`src/mma_pkg.sv`:
```
// ----------------------------------------------------------------------------
// mma_pkg
// Shared widths, defaults and types of the multichannel moving average.
// ----------------------------------------------------------------------------
`timescale 1ns / 1ps

package mma_pkg;

    localparam int CHANNEL_W    = 2;
    localparam int SAMPLE_W     = 16;
    localparam int AVERAGE_W    = 16;
    localparam int S_TDATA_W    = 24;   // channel + sample, padded to bytes
    localparam int M_TDATA_W    = 16;   // average

    localparam int DEF_CHANNELS = 4;
    localparam int DEF_WINDOW   = 16;

    // One queued item, already classified by the front end
    typedef struct packed {
        logic                 in_range;
        logic [CHANNEL_W-1:0] channel;
        logic [SAMPLE_W-1:0]  sample;
    } item_t;

    // Queue head as seen by the back end
    typedef struct packed {
        logic  valid;
        item_t item;
    } q_head_t;

endpackage

```
`src/multichannel_moving_average.sv`:
```
// ----------------------------------------------------------------------------
// multichannel_moving_average
// Boxcar moving average over WINDOW samples for CHANNELS independent channels.
// ----------------------------------------------------------------------------
// Each item carries a channel number and a 16-bit unsigned sample; each
// accepted item yields one result item, the floor of that channel's window
// sum divided by WINDOW, in the order the items came in. The block takes one
// item per clock cycle sustained while the output is not stalled; a result is
// registered in the queue, in the ring and in the divider. The rate is set by
// the read-modify-write of the per-channel sum and the one read plus one
// write per cycle on the sample memory. After reset all stored samples
// read as zero, so the first WINDOW-1 results of a channel average in zeros;
// this is tracked with a per-channel filled flag, so there is no clearing pass
// and items are taken from the first cycle after reset. An item whose channel
// is not below CHANNELS leaves all state alone and gives an average of zero.
// ----------------------------------------------------------------------------
`timescale 1ns / 1ps

module multichannel_moving_average
    import mma_pkg::*;
#(
    parameter int CHANNELS = DEF_CHANNELS,
    parameter int WINDOW   = DEF_WINDOW
) (
    input  logic                 aclk,
    input  logic                 aresetn,
    // Input items
    input  logic                 s_tvalid,
    output logic                 s_tready,
    input  logic [S_TDATA_W-1:0] s_tdata,   // [1:0] channel, [17:2] sample, rest zero
    // Result items
    output logic                 m_tvalid,
    input  logic                 m_tready,
    output logic [M_TDATA_W-1:0] m_tdata    // [15:0] average
);

    localparam int SUM_W = SAMPLE_W + $clog2(WINDOW);

    q_head_t              head;
    logic                 back_en;      // whole back end advances one step
    logic                 pop;
    logic                 sum_valid;
    logic [SUM_W-1:0]     sum;
    logic [AVERAGE_W-1:0] average;

    // Back end moves whenever the output register is free or being drained
    assign back_en = !m_tvalid || m_tready;
    assign pop     = back_en && head.valid;

    // Front end: classify and queue
    mma_front #(
        .CHANNELS (CHANNELS)
    ) u_front (
        .aclk      (aclk),
        .aresetn   (aresetn),
        .s_valid   (s_tvalid),
        .s_ready   (s_tready),
        .s_channel (s_tdata[CHANNEL_W-1:0]),
        .s_sample  (s_tdata[CHANNEL_W+SAMPLE_W-1:CHANNEL_W]),
        .pop       (pop),
        .head      (head)
    );

    // Ring memory and running sums
    mma_ring #(
        .CHANNELS (CHANNELS),
        .WINDOW   (WINDOW)
    ) u_ring (
        .aclk      (aclk),
        .aresetn   (aresetn),
        .en        (back_en),
        .load      (pop),
        .item      (head.item),
        .sum_valid (sum_valid),
        .sum_out   (sum)
    );

    // Constant divide and output register
    mma_div #(
        .WINDOW (WINDOW)
    ) u_div (
        .aclk        (aclk),
        .aresetn     (aresetn),
        .en          (back_en),
        .in_valid    (sum_valid),
        .in_sum      (sum),
        .out_valid   (m_tvalid),
        .out_average (average)
    );

    assign m_tdata = M_TDATA_W'(average);

    // ------------------------------------------------------------------------
    // Assertions
    // ------------------------------------------------------------------------

    // A full queue always presents a head item
    a_full_has_head: assert property (@(posedge aclk) disable iff (!aresetn)
        !s_tready |-> head.valid)
        else $error("queue full but head not valid");

    // Queue can only fill up while the back end is stalled
    a_fill_on_stall: assert property (@(posedge aclk) disable iff (!aresetn)
        $fell(s_tready) |-> $past(!back_en))
        else $error("queue filled while back end was running");

    // Reset leaves the block empty and ready once it is released
    a_reset_empty: assert property (@(posedge aclk)
        ($past(!aresetn) && aresetn) |-> (!m_tvalid && s_tready && !head.valid))
        else $error("block not empty after reset");

endmodule

```
`src/mma_front.sv`:
```
// ----------------------------------------------------------------------------
// mma_front
// Input side: takes items, flags out-of-range channels, two-entry queue.
// ----------------------------------------------------------------------------
`timescale 1ns / 1ps

module mma_front
    import mma_pkg::*;
#(
    parameter int CHANNELS = DEF_CHANNELS
) (
    input  logic                 aclk,
    input  logic                 aresetn,
    input  logic                 s_valid,
    output logic                 s_ready,
    input  logic [CHANNEL_W-1:0] s_channel,
    input  logic [SAMPLE_W-1:0]  s_sample,
    input  logic                 pop,
    output q_head_t              head
);

    item_t      entry_reg [2];
    logic       wr_ptr_reg;
    logic       rd_ptr_reg;
    logic [1:0] count_reg;
    logic [1:0] count_next;
    logic       push;
    logic       pop_ok;
    item_t      new_item;

    assign s_ready = (count_reg != 2'd2);
    assign push    = s_valid && s_ready;
    assign pop_ok  = pop && (count_reg != 2'd0);

    always_comb begin
        new_item.in_range = (32'(s_channel) < CHANNELS);
        new_item.channel  = s_channel;
        new_item.sample   = s_sample;
    end

    always_comb begin
        count_next = count_reg;
        if (push && !pop_ok) begin
            count_next = count_reg + 2'd1;
        end else if (pop_ok && !push) begin
            count_next = count_reg - 2'd1;
        end
    end

    always_ff @(posedge aclk) begin
        if (!aresetn) begin
            wr_ptr_reg <= 1'b0;
            rd_ptr_reg <= 1'b0;
            count_reg  <= 2'd0;
        end else begin
            count_reg <= count_next;
            if (push) begin
                wr_ptr_reg <= ~wr_ptr_reg;
            end
            if (pop_ok) begin
                rd_ptr_reg <= ~rd_ptr_reg;
            end
        end
    end

    always_ff @(posedge aclk) begin
        if (push) begin
            entry_reg[wr_ptr_reg] <= new_item;
        end
    end

    assign head.valid = (count_reg != 2'd0);
    assign head.item  = entry_reg[rd_ptr_reg];

endmodule

```
`src/mma_ring.sv`:
```
// ----------------------------------------------------------------------------
// mma_ring
// Per-channel sample ring and running sum: read oldest, then write and update.
// ----------------------------------------------------------------------------
`timescale 1ns / 1ps

module mma_ring
    import mma_pkg::*;
#(
    parameter int CHANNELS = DEF_CHANNELS,
    parameter int WINDOW   = DEF_WINDOW
) (
    input  logic                               aclk,
    input  logic                               aresetn,
    input  logic                               en,
    input  logic                               load,
    input  item_t                              item,
    output logic                               sum_valid,
    output logic [SAMPLE_W+$clog2(WINDOW)-1:0] sum_out
);

    localparam int IDX_W  = $clog2(WINDOW);
    localparam int CH_IW  = (CHANNELS > 1) ? $clog2(CHANNELS) : 1;
    localparam int ADDR_W = CH_IW + IDX_W;
    localparam int SUM_W  = SAMPLE_W + IDX_W;
    localparam logic [IDX_W-1:0] LAST_IDX = IDX_W'(WINDOW - 1);

    logic [SAMPLE_W-1:0] mem [2**ADDR_W];

    logic [IDX_W-1:0]    widx_reg [CHANNELS];
    logic [CHANNELS-1:0] wrapped_reg;       // ring has been filled once
    logic [SUM_W-1:0]    sum_reg  [CHANNELS];

    logic                s1_valid_reg;
    logic                s1_in_range_reg;
    logic [CH_IW-1:0]    s1_ch_reg;
    logic [SAMPLE_W-1:0] s1_sample_reg;
    logic [ADDR_W-1:0]   s1_addr_reg;
    logic                s1_old_ok_reg;
    logic [SAMPLE_W-1:0] rdata_reg;

    logic                sum_valid_reg;
    logic [SUM_W-1:0]    sum_out_reg;

    logic [CH_IW-1:0]    ch_idx;
    logic [IDX_W-1:0]    head_idx;
    logic [IDX_W-1:0]    idx_next;
    logic [ADDR_W-1:0]   rd_addr;
    logic [SAMPLE_W-1:0] old_sample;
    logic [SUM_W-1:0]    new_sum;
    logic                commit;

    assign ch_idx   = CH_IW'(item.channel);
    assign head_idx = widx_reg[ch_idx];
    assign idx_next = (head_idx == LAST_IDX) ? '0 : head_idx + IDX_W'(1);
    assign rd_addr  = {ch_idx, head_idx};

    // A slot never written yet is read as zero through the filled flag
    assign old_sample = s1_old_ok_reg ? rdata_reg : '0;
    assign new_sum    = sum_reg[s1_ch_reg] - SUM_W'(old_sample) + SUM_W'(s1_sample_reg);
    assign commit     = en && s1_valid_reg && s1_in_range_reg;

    always_ff @(posedge aclk) begin
        if (!aresetn) begin
            s1_valid_reg  <= 1'b0;
            sum_valid_reg <= 1'b0;
            wrapped_reg   <= '0;
            for (int i = 0; i < CHANNELS; i++) begin
                widx_reg[i] <= '0;
                sum_reg[i]  <= '0;
            end
        end else begin
            if (en) begin
                s1_valid_reg  <= load;
                sum_valid_reg <= s1_valid_reg;
            end
            if (load && item.in_range) begin
                widx_reg[ch_idx] <= idx_next;
                if (head_idx == LAST_IDX) begin
                    wrapped_reg[ch_idx] <= 1'b1;
                end
            end
            if (commit) begin
                sum_reg[s1_ch_reg] <= new_sum;
            end
        end
    end

    always_ff @(posedge aclk) begin
        if (load) begin
            s1_in_range_reg <= item.in_range;
            s1_ch_reg       <= ch_idx;
            s1_sample_reg   <= item.sample;
            s1_addr_reg     <= rd_addr;
            s1_old_ok_reg   <= wrapped_reg[ch_idx];
        end
        if (en) begin
            sum_out_reg <= s1_in_range_reg ? new_sum : '0;
        end
    end

    // Sample memory: one read, one write per cycle
    always_ff @(posedge aclk) begin
        if (load) begin
            rdata_reg <= mem[rd_addr];
        end
        if (commit) begin
            mem[s1_addr_reg] <= s1_sample_reg;
        end
    end

    assign sum_valid = sum_valid_reg;
    assign sum_out   = sum_out_reg;

endmodule

```
`src/mma_div.sv`:
```
// ----------------------------------------------------------------------------
// mma_div
// Divide window sum by WINDOW: reciprocal multiply, one correction step.
// ----------------------------------------------------------------------------
`timescale 1ns / 1ps

module mma_div
    import mma_pkg::*;
#(
    parameter int WINDOW = DEF_WINDOW
) (
    input  logic                               aclk,
    input  logic                               aresetn,
    input  logic                               en,
    input  logic                               in_valid,
    input  logic [SAMPLE_W+$clog2(WINDOW)-1:0] in_sum,
    output logic                               out_valid,
    output logic [AVERAGE_W-1:0]               out_average
);

    localparam int SUM_W = SAMPLE_W + $clog2(WINDOW);
    // floor(2^SUM_W / WINDOW): estimate is the quotient or one below it
    localparam logic [SUM_W-1:0] RECIP = SUM_W'((1 << SUM_W) / WINDOW);
    localparam logic [SUM_W-1:0] WIN_C = SUM_W'(WINDOW);

    logic [2*SUM_W-1:0]   prod;
    logic [SUM_W-1:0]     qw;
    logic [SUM_W-1:0]     rem;

    logic                 v1_reg;
    logic [SUM_W-1:0]     sum1_reg;
    logic [AVERAGE_W-1:0] q1_reg;
    logic                 v2_reg;
    logic [SUM_W-1:0]     sum2_reg;
    logic [AVERAGE_W-1:0] q2_reg;
    logic [SUM_W-1:0]     qw2_reg;
    logic                 out_valid_reg;
    logic [AVERAGE_W-1:0] avg_reg;
    logic [AVERAGE_W-1:0] avg_next;

    assign prod = (2*SUM_W)'(in_sum) * (2*SUM_W)'(RECIP);
    assign qw   = SUM_W'(q1_reg) * WIN_C;
    assign rem  = sum2_reg - qw2_reg;
    assign avg_next = (rem >= WIN_C) ? q2_reg + AVERAGE_W'(1) : q2_reg;

    always_ff @(posedge aclk) begin
        if (!aresetn) begin
            v1_reg        <= 1'b0;
            v2_reg        <= 1'b0;
            out_valid_reg <= 1'b0;
        end else if (en) begin
            v1_reg        <= in_valid;
            v2_reg        <= v1_reg;
            out_valid_reg <= v2_reg;
        end
    end

    always_ff @(posedge aclk) begin
        if (en) begin
            sum1_reg <= in_sum;
            q1_reg   <= AVERAGE_W'(prod[2*SUM_W-1:SUM_W]);
            sum2_reg <= sum1_reg;
            q2_reg   <= q1_reg;
            qw2_reg  <= qw;
            avg_reg  <= avg_next;
        end
    end

    assign out_valid   = out_valid_reg;
    assign out_average = avg_reg;

endmodule
```
`config.mk`:
```
export PLATFORM = sky130hd
export DESIGN_NAME = multichannel_moving_average
export DESIGN_NICKNAME = d
export VERILOG_FILES = /design/src/mma_pkg.sv /design/src/multichannel_moving_average.sv /design/src/mma_front.sv /design/src/mma_ring.sv /design/src/mma_div.sv
export SDC_FILE = /design/constraint.sdc
export NUM_CORES = 2
export LEC_CHECK = 0
export ABC_AREA = 1
export BUFFER_PORTS_ARGS = -buffer_cell sky130_fd_sc_hd__buf_2
export CORE_MARGIN = 4
export CORE_UTILIZATION = 50
export CTS_CLUSTER_DIAMETER = 30
export DETAILED_ROUTE_END_ITERATION = 12
export MAX_ROUTING_LAYER = met4
export PLACE_DENSITY = 0.71
export SYNTH_ARGS = -nofsm -noshare
export SYNTH_HDL_FRONTEND = slang
export SYNTH_SLANG_ARGS = --single-unit
export TNS_END_PERCENT = 50
```
`constraint.sdc`:
```
create_clock -name aclk -period 4.13 [get_ports aclk]
set_input_delay 0.826 -clock aclk [delete_from_list [all_inputs] [get_ports aclk]]
set_output_delay 0.826 -clock aclk [all_outputs]
set_load 0.02 [all_outputs]
```
Word-level counts from Yosys, hierarchy flattened
Memory sizes are Yosys's and may differ from the RTL's. A register that Yosys moved wholly into a read port is not among the register bits.
Cells that the tools add are included.
{"block": "classes", "addsub": 7, "order_cmp": 3, "n_eq_ne": 2, "muxes": 28, "n_bitwise": 3, "reduce_logical": 18}
{"cell": "$mux W16", "n": 2}
{"cell": "$add A20 B16 Y20", "n": 1}
{"cell": "$ge A20 B5 Y1 const B", "n": 1}
{"cell": "$mux W20", "n": 1}
{"cell": "$reduce_or A20 Y1", "n": 1}
{"cell": "$sub A20 B16 Y20", "n": 1}
{"cell": "$sub A20 B20 Y20", "n": 1}
{"cell": "$add A16 B1 Y16 const B", "n": 1}
{"cell": "$mux W1", "n": 16}
{"cell": "$mux W2", "n": 5}
{"cell": "$logic_and A1 B1 Y1", "n": 8}
{"cell": "$mux W4", "n": 2}
{"cell": "$add A4 B1 Y4 const B", "n": 1}
{"cell": "$eq A4 B4 Y1 const B", "n": 1}
{"cell": "$or A4 B4 Y4", "n": 1}
{"cell": "$reduce_bool A2 Y1", "n": 2}
{"cell": "$reduce_or A4 Y1", "n": 1}
{"cell": "$logic_not A1 Y1", "n": 3}
{"cell": "$lt A2 B3 Y1 const B", "n": 1}
{"cell": "$add A2 B1 Y2 const B", "n": 1}
{"cell": "$bmux W1 S2", "n": 1}
{"cell": "$demux W1 S2", "n": 1}
{"cell": "$ge A2 B1 Y1 const B", "n": 1}
{"cell": "$ne A2 B2 Y1 const B", "n": 1}
{"cell": "5 further kinds", "n": 6}
{"block": "word_totals", "regBits": 147, "ramBits": 1156, "input_bits": 28, "output_inout_bits": 18, "word_cells": 85, "memories": 4}
{"name": "u_ring.mem", "words": 64, "word_bits": 16, "rd": 1, "rd_clocked_by_memory_dff": 1, "wr": 1, "line_no": "mma_ring.sv:28", "rtl": "logic [SAMPLE_W-1:0] mem [2**ADDR_W];"}
{"name": "u_ring.sum_reg", "words": 4, "word_bits": 20, "rd": 1, "rd_clocked_by_memory_dff": 1, "wr": 4, "line_no": "mma_ring.sv:32", "rtl": "logic [SUM_W-1:0] sum_reg [CHANNELS];"}
{"name": "u_front.entry_reg", "words": 2, "word_bits": 18, "rd": 1, "rd_clocked_by_memory_dff": 1, "wr": 1, "line_no": "mma_front.sv:22", "rtl": "item_t entry_reg [2];"}
{"name": "u_ring.widx_reg", "words": 4, "word_bits": 4, "rd": 1, "rd_clocked_by_memory_dff": 0, "wr": 4, "line_no": "mma_ring.sv:30", "rtl": "logic [IDX_W-1:0] widx_reg [CHANNELS];"}

Logic depth before layout (Yosys ltp)
{"block": "depth", "word_depth": 9, "mapped_depth": 21, "ltp_nobuf": 19}

Cells and area by module
Synthesis repeated with hierarchy kept, for this count alone.
{"block": "unflattened", "hier_cells": 4902, "area_unflattened_um2": 55625.8}
{"module": "mma_ring", "n_inst": 1, "cells_per_inst": 4737, "area_each_um2": 52444.0, "seq_area_each_um2": 35594.1}
{"module": "mma_front", "n_inst": 1, "cells_per_inst": 95, "area_each_um2": 1604.0, "seq_area_each_um2": 1181.1}
{"module": "mma_div", "n_inst": 1, "cells_per_inst": 66, "area_each_um2": 1557.7, "seq_area_each_um2": 1501.4}
{"module": "multichannel_moving_average", "n_inst": 1, "cells_per_inst": 4, "area_each_um2": 20.0, "seq_area_each_um2": 0.0}

Worst setup path after synthesis
No wires, ideal clock.
{"block": "synth_timing", "path_kind": "input to register", "start": "input port m_tready", "end": "memory u_ring.sum_reg[3][0] (netlist bit) (enable)", "setup_time_ns": 0.425, "arrival_time_ns": 4.062, "required_ns": 3.705, "slack_ns": -0.357, "path_stages": 4, "n_path_buf": 0, "cell_sequence": "nor2_1 -> inv_1 -> nand2_1 -> o21ai_0"}
{"item": "from (decl)", "line_no": "multichannel_moving_average.sv:33", "rtl": "input logic m_tready,"}
{"item": "to (decl)", "line_no": "mma_ring.sv:32"}

==> reports/qor.yml <==
grt-ovfl-total: 0
layout-drive-gt1-share_pct: 11.8
dr.pass1.iters: 6
relSlewSlack_pct: 33.7
hold_buffers: 0
viasPerCell: 5.66
ir_drop_mv: 0.865
sw_frac_of_total_pct: 39.7
postCtsSetupRepairBufs: 0
dieArea_mm2: 0.114
critPathMostFrequentCell: "nand2_1"
status: "complete, no violations"
synth.distinct_cells: 41
cts_made_buffers: 227
final-setup-viol-count: 0
cts_max_level: 4
cts_tree: "built"
hold_path_startpoint: "s_tdata[15]"
drcViolationCount: 0
fin_worst_skew_ps: 56.5
initialDrtViolationCount: 4928
critPathMaxStageDelay_ps: 500
antenna_found_initial: 3
worstPathMaxFanout: 22
finalCriticalPeriod_ps: 3710
area_delta_synth_final_pct: 18.7
crit_path_start_kind: "flop"
wire_per_inst_um: 21.9
power.density_mw_per_mm2: 913
syn_avg_cell_area_um2: 11.3
drt-met1-wl_um: 55200
grt_max_degree: 104
synth_cells: 4831
worstPathCellList: "inv_2 > a21oi_1 > a32o_1 > fa_1 > inv_1 > ha_1 > a21oi_1 > nand2_1 > a21oi_1 > o21ai_0 > nand3_1 > nand2_1 > nand2_1 > nand2_1 > xnor2_1 > nor2_1"
fin_crit_sh_pct: 89.9
synth_seq_cells: 1275
die_h_um: 338
gp_congestion: 0.886
io_buffers: 39
wirelength_um: 145000
wl_met3_um: 14400
syn_nets: 4897
pwr-share-comb_pct: 37.9
fin_ws_ps: 418
post_cts_resized: 0
syn_area_mm2: 0.0544
fmax_mhz: 269
crit_path_end_kind: "flop"
dr_total_vias: 37400
final_nets: 5071
grt_pass1_vias: 36300
largest_reg_flops: 1024
cap_violations: 0
cts_buffer_depth: 3
ios: 46
hold_class: "input pin to flop"
clk_pin_slew_ps: 50
hold_violations: 0
grt_pass1_wl_um: 217000
leakagePower_nw: 25.1
setup_tns_ps: 0
worstMarginPinSlew_ps: 994
drv_slew: 0
dpl.hpwl_um: 77600
power_frac_seq_pct: 30.3
initial_core_util_pct: 50.6
path_class: "flop to flop"
die_w_um: 338
top_layer: "met4"
critPathArrivalTime_ps: 4220
cts.sink_count: 1275
p_clk_share_pct: 31.7
place_ws_ps: 419
rows: 120
cp.required_ps: 4640
dr_wl_met2_um: 68700
rsz0062_at_grt: "false"
clockRootBuffer: "clkbuf_16"
grt_util_all_layers_pct: 26.1
clk_latency_ps: 810
ys_warn_count: 0
coreArea_mm2: 0.108
ant_nets: 0
cpMaxStageDelayCell: "fa_1"
p_int_w: 0.0355
ys_seq_area_share_pct: 70.1
p_switching_w: 0.0234
[layout by cell type, fill, tap and decap left out, drive strengths merged, types with 13 or more instances in the layout]
cell type / instances
nand3b: 139
fa: 16
buf: 211
inv: 427
nor3: 13
o211ai: 36
dfxtp: 16
o21ai: 114
bufinv: 32
ha: 22
clkinvlp: 29
clkbuf: 249
nor2: 345
nand3: 631
clkinv: 99
edfxtp: 1259
a21oi: 129
a32o: 15
nand2: 1381
[per-layer routing]
layer | vias up | global-route usage, %
met5 | - | -
met4 | 0 | 12.0
met3 | 360 | 5.17
met2 | 2070 | 40.9
met1 | 18100 | 33.2
li1 | 16900 | -
[area by class of cell]
| type | count | area (µm²) |
|---|---|---|
| clock inverters | 177 | 2020 |
| flip-flops and latches | 1275 | 38100 |
| diodes | 2 | 5.00 |
| multi-input cells | 2880 | 13400 |
| clock buffers | 249 | 5840 |
| fillers | 8097 | 43000 |
| inverters | 410 | 1540 |
| well taps | 1403 | 1760 |
| repair buffers | 211 | 1810 |
[path summary, 6_finish.rpt]
check	end	slack, ps	cells after the start
max	u_ring.sum_reg[3][14]$_DFFE_PP_	420	16
min	u_front.entry_reg[1][13]$_DFFE_PP_	210	1
max reg2reg	u_ring.sum_reg[3][14]$_DFFE_PP_	420	16
min reg2reg	u_div.q1_reg[12]$_DFFE_PN_	410	0
[worst max-delay path: cells and delay by family, from the launching register on]
family	cells	cell delay, ps
compound gates	5	920
fa+ha+maj	2	840
simple gates	6	570
xor+xnor	1	400
buf+inv	2	380
flops	1	350
[cell families after synthesis]
group / synth area share (%)
simple gates: 20.0
flops: 70.1
buf+inv: 5.29
compound gates: 3.20
fa+ha+maj: 1.10
xor+xnor: 0.290
[power by group through the flow]
| stage | clock (W) | combinational [W] | sequential [W] |
|---|---|---|---|
| after floorplan | 0 | 0.0133 | 0.0188 |
| after global placement | 0 | 0.0214 | 0.0181 |
| after detailed placement | 0 | 0.0217 | 0.0181 |
| after CTS | 0.0188 | 0.0220 | 0.0179 |
| after global routing | 0.0196 | 0.0243 | 0.0179 |
| final | 0.0187 | 0.0223 | 0.0179 |
[stage by stage]
step           hold slack, ps  total power, W  utilization, %  cell area, µm²  cells
6_report                  214          0.0589            60.0           64500   6607
3_3_place_gp              400          0.0394            52.7           56700   6179
5_1_grt                   179          0.0618            60.0           64500   6607
3_5_place_dp              405          0.0398            52.7           56700   6179
2_1_floorplan             400          0.0321               -           54400   4831
4_1_cts                   172          0.0587            60.0           64500   6605
[cells in the mapped netlist (all sizes together)]
cell type	count	area, µm²
a32oi	2	17.5
o221ai	1	8.76
a31oi	1	6.26
nor2	345	1310
nand3	631	3160
a22oi	1	7.51
nor3	13	70.1
ha	22	275
o31ai	1	7.51
a21oi	129	646
nand3b	139	1040
edfxtp	1259	37800
and2	1	6.26
clkinv	4	15.0
o21ai	114	571
a21o	3	22.5
buf	203	1100
o21a	1	7.51
inv	406	1520
o21bai	1	7.51
xor2	11	96.3
o211ai	36	270
o22ai	3	18.8
nand2	1381	5230
xnor2	7	61.3
or2	1	6.26
nand4	5	31.3
a32o	15	150
clkbuf	63	236
dfxtp	16	320
fa	16	320
(Power assumes the default switching activity.)
